--- config.mk ---
export PLATFORM = sky130hd
export DESIGN_NAME = tvdt_ctrl
export DESIGN_NICKNAME = d
export VERILOG_FILES = /design/src/tvdt_pkg.sv /design/src/tvdt_ctrl.sv
export SDC_FILE = /design/constraint.sdc
export NUM_CORES = 1
export LEC_CHECK = 0
export ABC_CLOCK_PERIOD_IN_PS = 1600
export BUFFER_PORTS_ARGS = -buffer_cell sky130_fd_sc_hd__buf_2
export CORE_MARGIN = 5
export CORE_UTILIZATION = 40
export DETAILED_ROUTE_END_ITERATION = 12
export GPL_TIMING_DRIVEN = 1
export PLACE_DENSITY = 0.84
export SLEW_MARGIN = 20
export SYNTH_ARGS = -nofsm -noshare
export SYNTH_HDL_FRONTEND = slang
export SYNTH_SLANG_ARGS = --single-unit
--- constraint.sdc ---
create_clock -name clk -period 1.6 [get_ports clk]
set_input_delay 0.08 -clock clk [delete_from_list [all_inputs] [get_ports clk]]
set_output_delay 0.08 -clock clk [all_outputs]
set_load 0.05 [all_outputs]
--- src/tvdt_pkg.sv ---
package tvdt_pkg;

    localparam int FUNC_W      = 2;
    localparam int STATUS_W    = 3;
    localparam int ENTRY_W     = 10;
    localparam int COUNT_OUT_W = 11;
    localparam int TOL_W       = 16;
    localparam int CFG_IDX_W   = 1;
    localparam int CFG_DATA_W  = 16;

    localparam logic [FUNC_W-1:0] FUNC_ADD  = 2'd0;
    localparam logic [FUNC_W-1:0] FUNC_FIND = 2'd1;
    localparam logic [FUNC_W-1:0] FUNC_READ = 2'd2;

    localparam logic [STATUS_W-1:0] STAT_OK        = 3'd0;
    localparam logic [STATUS_W-1:0] STAT_PRESENT   = 3'd1;
    localparam logic [STATUS_W-1:0] STAT_FULL      = 3'd2;
    localparam logic [STATUS_W-1:0] STAT_NOT_FOUND = 3'd3;
    localparam logic [STATUS_W-1:0] STAT_RANGE     = 3'd4;

    localparam logic [CFG_IDX_W-1:0] CFG_COMPRESS  = 1'd0;
    localparam logic [CFG_IDX_W-1:0] CFG_TOLERANCE = 1'd1;

    localparam logic [TOL_W-1:0] TOL_RESET = 16'd66;

    // controller to datapath
    typedef struct packed {
        logic                load;
        logic                scan_issue;
        logic                read_issue;
        logic                write;
        logic                out_load;
        logic [STATUS_W-1:0] out_status;
        logic                use_idx;
        logic                use_rd;
    } tvdt_cmd_t;

    // datapath to controller
    typedef struct packed {
        logic [FUNC_W-1:0] func;
        logic              compress;
        logic              full;
        logic              eidx_ok;
        logic              scan_done;
        logic              pipe_busy;
        logic              hit;
        logic              out_free;
    } tvdt_stat_t;

endpackage

--- src/tvdt_ctrl.sv ---
module tvdt_ctrl
    import tvdt_pkg::*;
(
    input  logic       clk,
    input  logic       rst_n,
    input  logic       s_tvalid,
    output logic       s_tready,
    input  tvdt_stat_t stat,
    output tvdt_cmd_t  cmd
);

    localparam logic [2:0] S_IDLE     = 3'd0;
    localparam logic [2:0] S_DISPATCH = 3'd1;
    localparam logic [2:0] S_SCAN     = 3'd2;
    localparam logic [2:0] S_APPEND   = 3'd3;
    localparam logic [2:0] S_FINISH   = 3'd4;

    logic [2:0]          state_reg, state_next;
    logic [STATUS_W-1:0] status_reg, status_next;
    logic                use_idx_reg, use_idx_next;
    logic                use_rd_reg, use_rd_next;

    assign s_tready = (state_reg == S_IDLE);

    always_comb
    begin
        state_next     = state_reg;
        status_next    = status_reg;
        use_idx_next   = use_idx_reg;
        use_rd_next    = use_rd_reg;
        cmd            = '0;
        cmd.out_status = status_reg;
        cmd.use_idx    = use_idx_reg;
        cmd.use_rd     = use_rd_reg;
        case (state_reg)
            S_IDLE:
            begin
                if (s_tvalid)
                begin
                    cmd.load   = 1'b1;
                    state_next = S_DISPATCH;
                end
            end
            S_DISPATCH:
            begin
                status_next  = STAT_OK;
                use_idx_next = 1'b0;
                use_rd_next  = 1'b0;
                case (stat.func)
                    FUNC_ADD:  state_next = stat.compress ? S_SCAN : S_APPEND;
                    FUNC_FIND: state_next = S_SCAN;
                    FUNC_READ:
                    begin
                        state_next = S_FINISH;
                        if (stat.eidx_ok)
                        begin
                            cmd.read_issue = 1'b1;
                            use_idx_next   = 1'b1;
                            use_rd_next    = 1'b1;
                        end
                        else
                        begin
                            status_next = STAT_RANGE;
                        end
                    end
                    default:   state_next = S_FINISH;
                endcase
            end
            S_SCAN:
            begin
                if (stat.hit)
                begin
                    status_next  = (stat.func == FUNC_ADD) ? STAT_PRESENT : STAT_OK;
                    use_idx_next = 1'b1;
                    state_next   = S_FINISH;
                end
                else if (!stat.scan_done)
                begin
                    cmd.scan_issue = 1'b1;
                end
                else if (!stat.pipe_busy)
                begin
                    // all stored entries scanned without a match
                    if (stat.func == FUNC_ADD)
                    begin
                        state_next = S_APPEND;
                    end
                    else
                    begin
                        status_next = STAT_NOT_FOUND;
                        state_next  = S_FINISH;
                    end
                end
            end
            S_APPEND:
            begin
                if (stat.full)
                begin
                    status_next = STAT_FULL;
                end
                else
                begin
                    cmd.write    = 1'b1;
                    use_idx_next = 1'b1;
                end
                state_next = S_FINISH;
            end
            S_FINISH:
            begin
                if (stat.out_free)
                begin
                    cmd.out_load = 1'b1;
                    state_next   = S_IDLE;
                end
            end
            default:   state_next = S_IDLE;
        endcase
    end

    always_ff @(posedge clk or negedge rst_n)
    begin
        if (!rst_n)
        begin
            state_reg   <= S_IDLE;
            status_reg  <= STAT_OK;
            use_idx_reg <= 1'b0;
            use_rd_reg  <= 1'b0;
        end
        else
        begin
            state_reg   <= state_next;
            status_reg  <= status_next;
            use_idx_reg <= use_idx_next;
            use_rd_reg  <= use_rd_next;
        end
    end

endmodule

After elaboration in Yosys (flattened, before gate mapping)
Index checks and enable logic that the tools add are counted.
Cells by class
  reductions and logical operators: 6
  mux-type cells: 33
  equal/unequal tests: 14
Operator list (number)
  3-bit two-way mux: 13
  1-bit two-way mux: 16
  3-bit case mux with 5 select lines: 1
  2-bit != test (second input constant): 5
  3-bit != test (second input constant): 3
  3-bit case mux with 3 select lines: 1
  3-bit by 2-bit == test with 1-bit output (second input constant): 2
  3-bit case mux with 2 select lines: 1
  5-bit AND reduction: 1
  4-bit AND reduction: 1
  3-bit by 1-bit == test with 1-bit output (second input constant): 1
  3-bit == test (second input constant): 1
  3-bit logical NOT: 1
  1-bit case mux with 3 select lines: 1
  3-bit AND reduction: 1
  3-bit nonzero test: 1
  2-bit by 1-bit == test with 1-bit output (second input constant): 1
  2-bit == test (second input constant): 1
  2-bit logical NOT: 1
Storage, ports and cells
  word-level logic and storage cells: 57
  input port bits: 12
  bits in registers: 8

Logic depth before layout (Yosys ltp)
  word-level depth: 6
  mapped depth: 5

Least setup slack after synthesis
Ideal clock, no wire load.
  kind: register to output
  start point: register state_reg[2]
  end point: output port cmd[9] (netlist bit)
  buffers on the path: 1
  cell stages (with the launch flop): 4
  required time: 1.520 ns
  data arrival time: 2.275 ns
  path slack: -0.755 ns
  cell sequence: dfrtp_1 clkbuf_1 nor3_1 and2_1
RTL lines
  start: declaration: RTL line tvdt_ctrl.sv:18  | logic [2:0] state_reg, state_next;
  start signal: assignment: RTL line tvdt_ctrl.sv:131  | state_reg <= state_next;
  end: declaration: RTL line tvdt_ctrl.sv:9  | output tvdt_cmd_t cmd

Final worst setup path
  start point: register state_reg[0]
  end point: register status_reg[2]
On the way
  word-level cells in the longest chain between the ends: 3
  elaborated cells on any way between the ends: 10
Ends and longest elaborated chain
  3-bit by 2-bit == test with 1-bit output / 3-bit by 1-bit == test with 1-bit output (equally long branches): RTL line tvdt_ctrl.sv:35  | case (state_reg)
  3-bit != test (no line), or another cell as far along
  5-bit AND reduction (no line)
  end signal: assignment: RTL line tvdt_ctrl.sv:132  | status_reg <= status_next;
  end: declaration: RTL line tvdt_ctrl.sv:19  | logic [STATUS_W-1:0] status_reg, status_next;
Several ways; a longest one is shown, not always the timed one.
A chain may end at the register's enable or synchronous reset.

==> impl_results.md <==
* Status: finished, final reports clean
* Tmin final at 1590 ps
* Detailed Route Iter0 Violations at 12
* Crit path required time at 1730 ps
* IO buf count at 22
* Syn Inst Count at 60
* Worst-Margin Slew at 389 ps
* Final wirelength at 1370 um
* Final setup fails at 0
* Hold WS at 105 ps
* Top FF cell, synth: dfrtp_1
* Post-DP HPWL at 1040 um
* Finished Cell Area at 757 um2
* FF-to-FF Start: state_reg[0]
* Clk pwr share at 9.8%
* Area Overhead vs Synth at 44.0%
* Sequential power share at 22.6%
* Clk root buf: clkbuf_4
* CORE AREA at 0.00127 mm2
* Vias in the first global route at 498
* Commonest non-fill, non-tap cell in the layout: buf_2
* Antenna violations before repair at 0
* Site Rows at 13
* Cell internal pwr at 769 uW
* First-pass GRT wire length at 2100 um
* DR pass1 iterations at 4
* Clock sinks at 8
* Switching share of power at 50.7%
* Vias at 549
* Clock Skew at 9.55 ps
* Combinational share of power at 67.6%
* Max clock buf depth at 2
* Worst Path Max Fanout at 5
* Final number of hold-violating endpoints at 0
* RSZ-0062 raised after global routing: yes
* Hold Path Sink: state_reg[2]
* TritonCTS clock tree: done
* Fin nets at 101
* WP data arrival at 1720 ps
* Switch Pwr at 792 uW
* Chip width at 46.2 um
* Cell Area, Placed at 669 um2
* Setup ws final at 7.78 ps
* Mapped Area at 526 um2
* Number of routed nets with antenna violations at 0
* Drt drc at 0
* Slew HR at 73.7%
* Unique masters post-synth at 28
* Beginning of the worst hold path: stat[0]
* Crit-path slowest cell: or4_4
* Setup TNS Final at 0 ps
* Die ar. at 0.00214 mm2
* Final max-slew violation count at 0
* Initial Utilization at 41.4%
* Hold WC Path Type: input pin to register
* R2R depth at 4
* Yosys synthesis warning count at 0
* Antenna Diode Count at 0
* Lkg Pwr at 0.369 nW
* Area share of the largest cell type after synthesis at 38.1%
* Hold Crit Depth at 3
* Maxcap violations at 0
* Num CTS Buffers at 3
* H-Tree Depth at 1
* Critical path launch point type: register
* Crit. End Element: register
* Largest net degree at the start of global routing at 16
* Syn_nets at 72
* Post-synthesis sequential area ratio at 38.1%
* Power Density at 2060 mW/mm2
* Fmax at 628 MHz
* Worst flop-to-flop path endpoint: status_reg[2]
* IO Count at 23
* Total gr overflow at 0
* Routed len/inst at 13.4 um
* CP max stage delay at 540 ps
* Share of layout cells above drive strength 1 at 46.0%
* Power Total at 1.56 mW
* Gr usage total at 13.7%
* Clk_lat worst skew at 250 ps
* Seq cells post-synth at 8
* Worst-path clk slew at 60 ps
* Post-synth top area cell: dfrtp_1
* Commonest cells after routing, fill and taps aside: buf_2, dfrtp_1, a21oi_1, buf_4
* Routability congestion estimate at 0.806
* Post-synth ARST share at 100%
* R2r setup slk at 8 ps
* Avg Cell Area, Syn at 8.76 um2
* Pre-CTS worst setup slack at 73.8 ps
* Worst path cell trace: buf_4 -> nor2_1 -> or4_4 -> mux2_4
* Max rail drop VDD at 1.31 mV
* Critical path class: register to register
* Leading post-synthesis cells by cell area: dfrtp_1, nor3_1, a21oi_1, buf_4, nand3b_1
* EDFF count, synth at 0
* Die H at 46.2 um
* Drt via density at 5.38
* Period utilization at 99.5%
[logic make-up after synthesis]
logic type | count (synthesis) | share of synthesized area, %
flip-flops | 8 | 38.1
buffers and inverters | 8 | 8.57
AND/OR/NAND/NOR | 29 | 32.9
multiplexers | 2 | 5.00
AO/OA/AOI/OAI | 13 | 15.5
[power groups by stage]
stage / logic (mW) / clock network, mW / registers [mW]
detailed placement: 0.977 / 0 / 0.360
global placement: 0.966 / 0 / 0.354
floorplan: 0.657 / 0 / 0.488
CTS: 1.02 / 0.158 / 0.350
finish: 1.06 / 0.153 / 0.352
global route: 1.12 / 0.170 / 0.365
[through the flow]
step	instances	util, %
floorplan	60	-
global placement	96	52.8
detailed placement	96	52.8
CTS	101	57.7
global route	102	59.7
finish	102	59.7
[area by class of cell]
| cell class | count | area [um2] |
|---|---|---|
| Tap cell | 15 | 18.8 |
| Fill cell | 121 | 512 |
| Clock buffer | 3 | 22.5 |
| Sequential cell | 8 | 200 |
| Timing Repair Buffer | 30 | 198 |
| Inverter | 2 | 7.51 |
| Multi-Input combinational cell | 44 | 310 |
[repair_timing]
action	CTS	global route
hold buffers	1	0
cloned	0	0
pin swaps	2	0
endpoints found under the hold margin	8	0
buffers inserted	1	1
endpoints found under the setup margin	2	6
gates resized for setup	6	6
[critical path: cells and delay by family, from the launching register on]
kind | cells | cell delay (ps)
mux | 1 | 310
buf+inv | 1 | 150
flops | 1 | 410
simple gates | 2 | 600
[per-layer routing]
layer | vias up | wire, um | track usage, %
li1 | 271 | - | -
met1 | 257 | 611 | 17.8
met2 | 19 | 647 | 21.4
met3 | 2 | 91 | 1.56
met4 | 0 | 17 | 8.52
met5 | - | 0 | 0
[synthesized netlist by cell type, drive strengths merged (2+ instances only)]
library cell	n
mux2	2
nand2	3
nor2b	3
dfrtp	8
nor2	3
nand2b	2
nor3	7
buf	4
inv	2
nand3b	3
clkbuf	2
a21oi	6
[how the worst max path moves through the flow]
stage / from / endpoint / slack [ps] / cells past startpoint
global route: state_reg[1] / cmd[8] / -50 / 4
floorplan: state_reg[2] / cmd[9] / -310 / 3
detailed placement: state_reg[0] / status_reg[2] / 70 / 4
finish: state_reg[0] / status_reg[2] / 8 / 4
global placement: state_reg[0] / status_reg[2] / 130 / 4
CTS: state_reg[0] / cmd[8] / 5 / 4
Power figures use the tool's default switching activity.
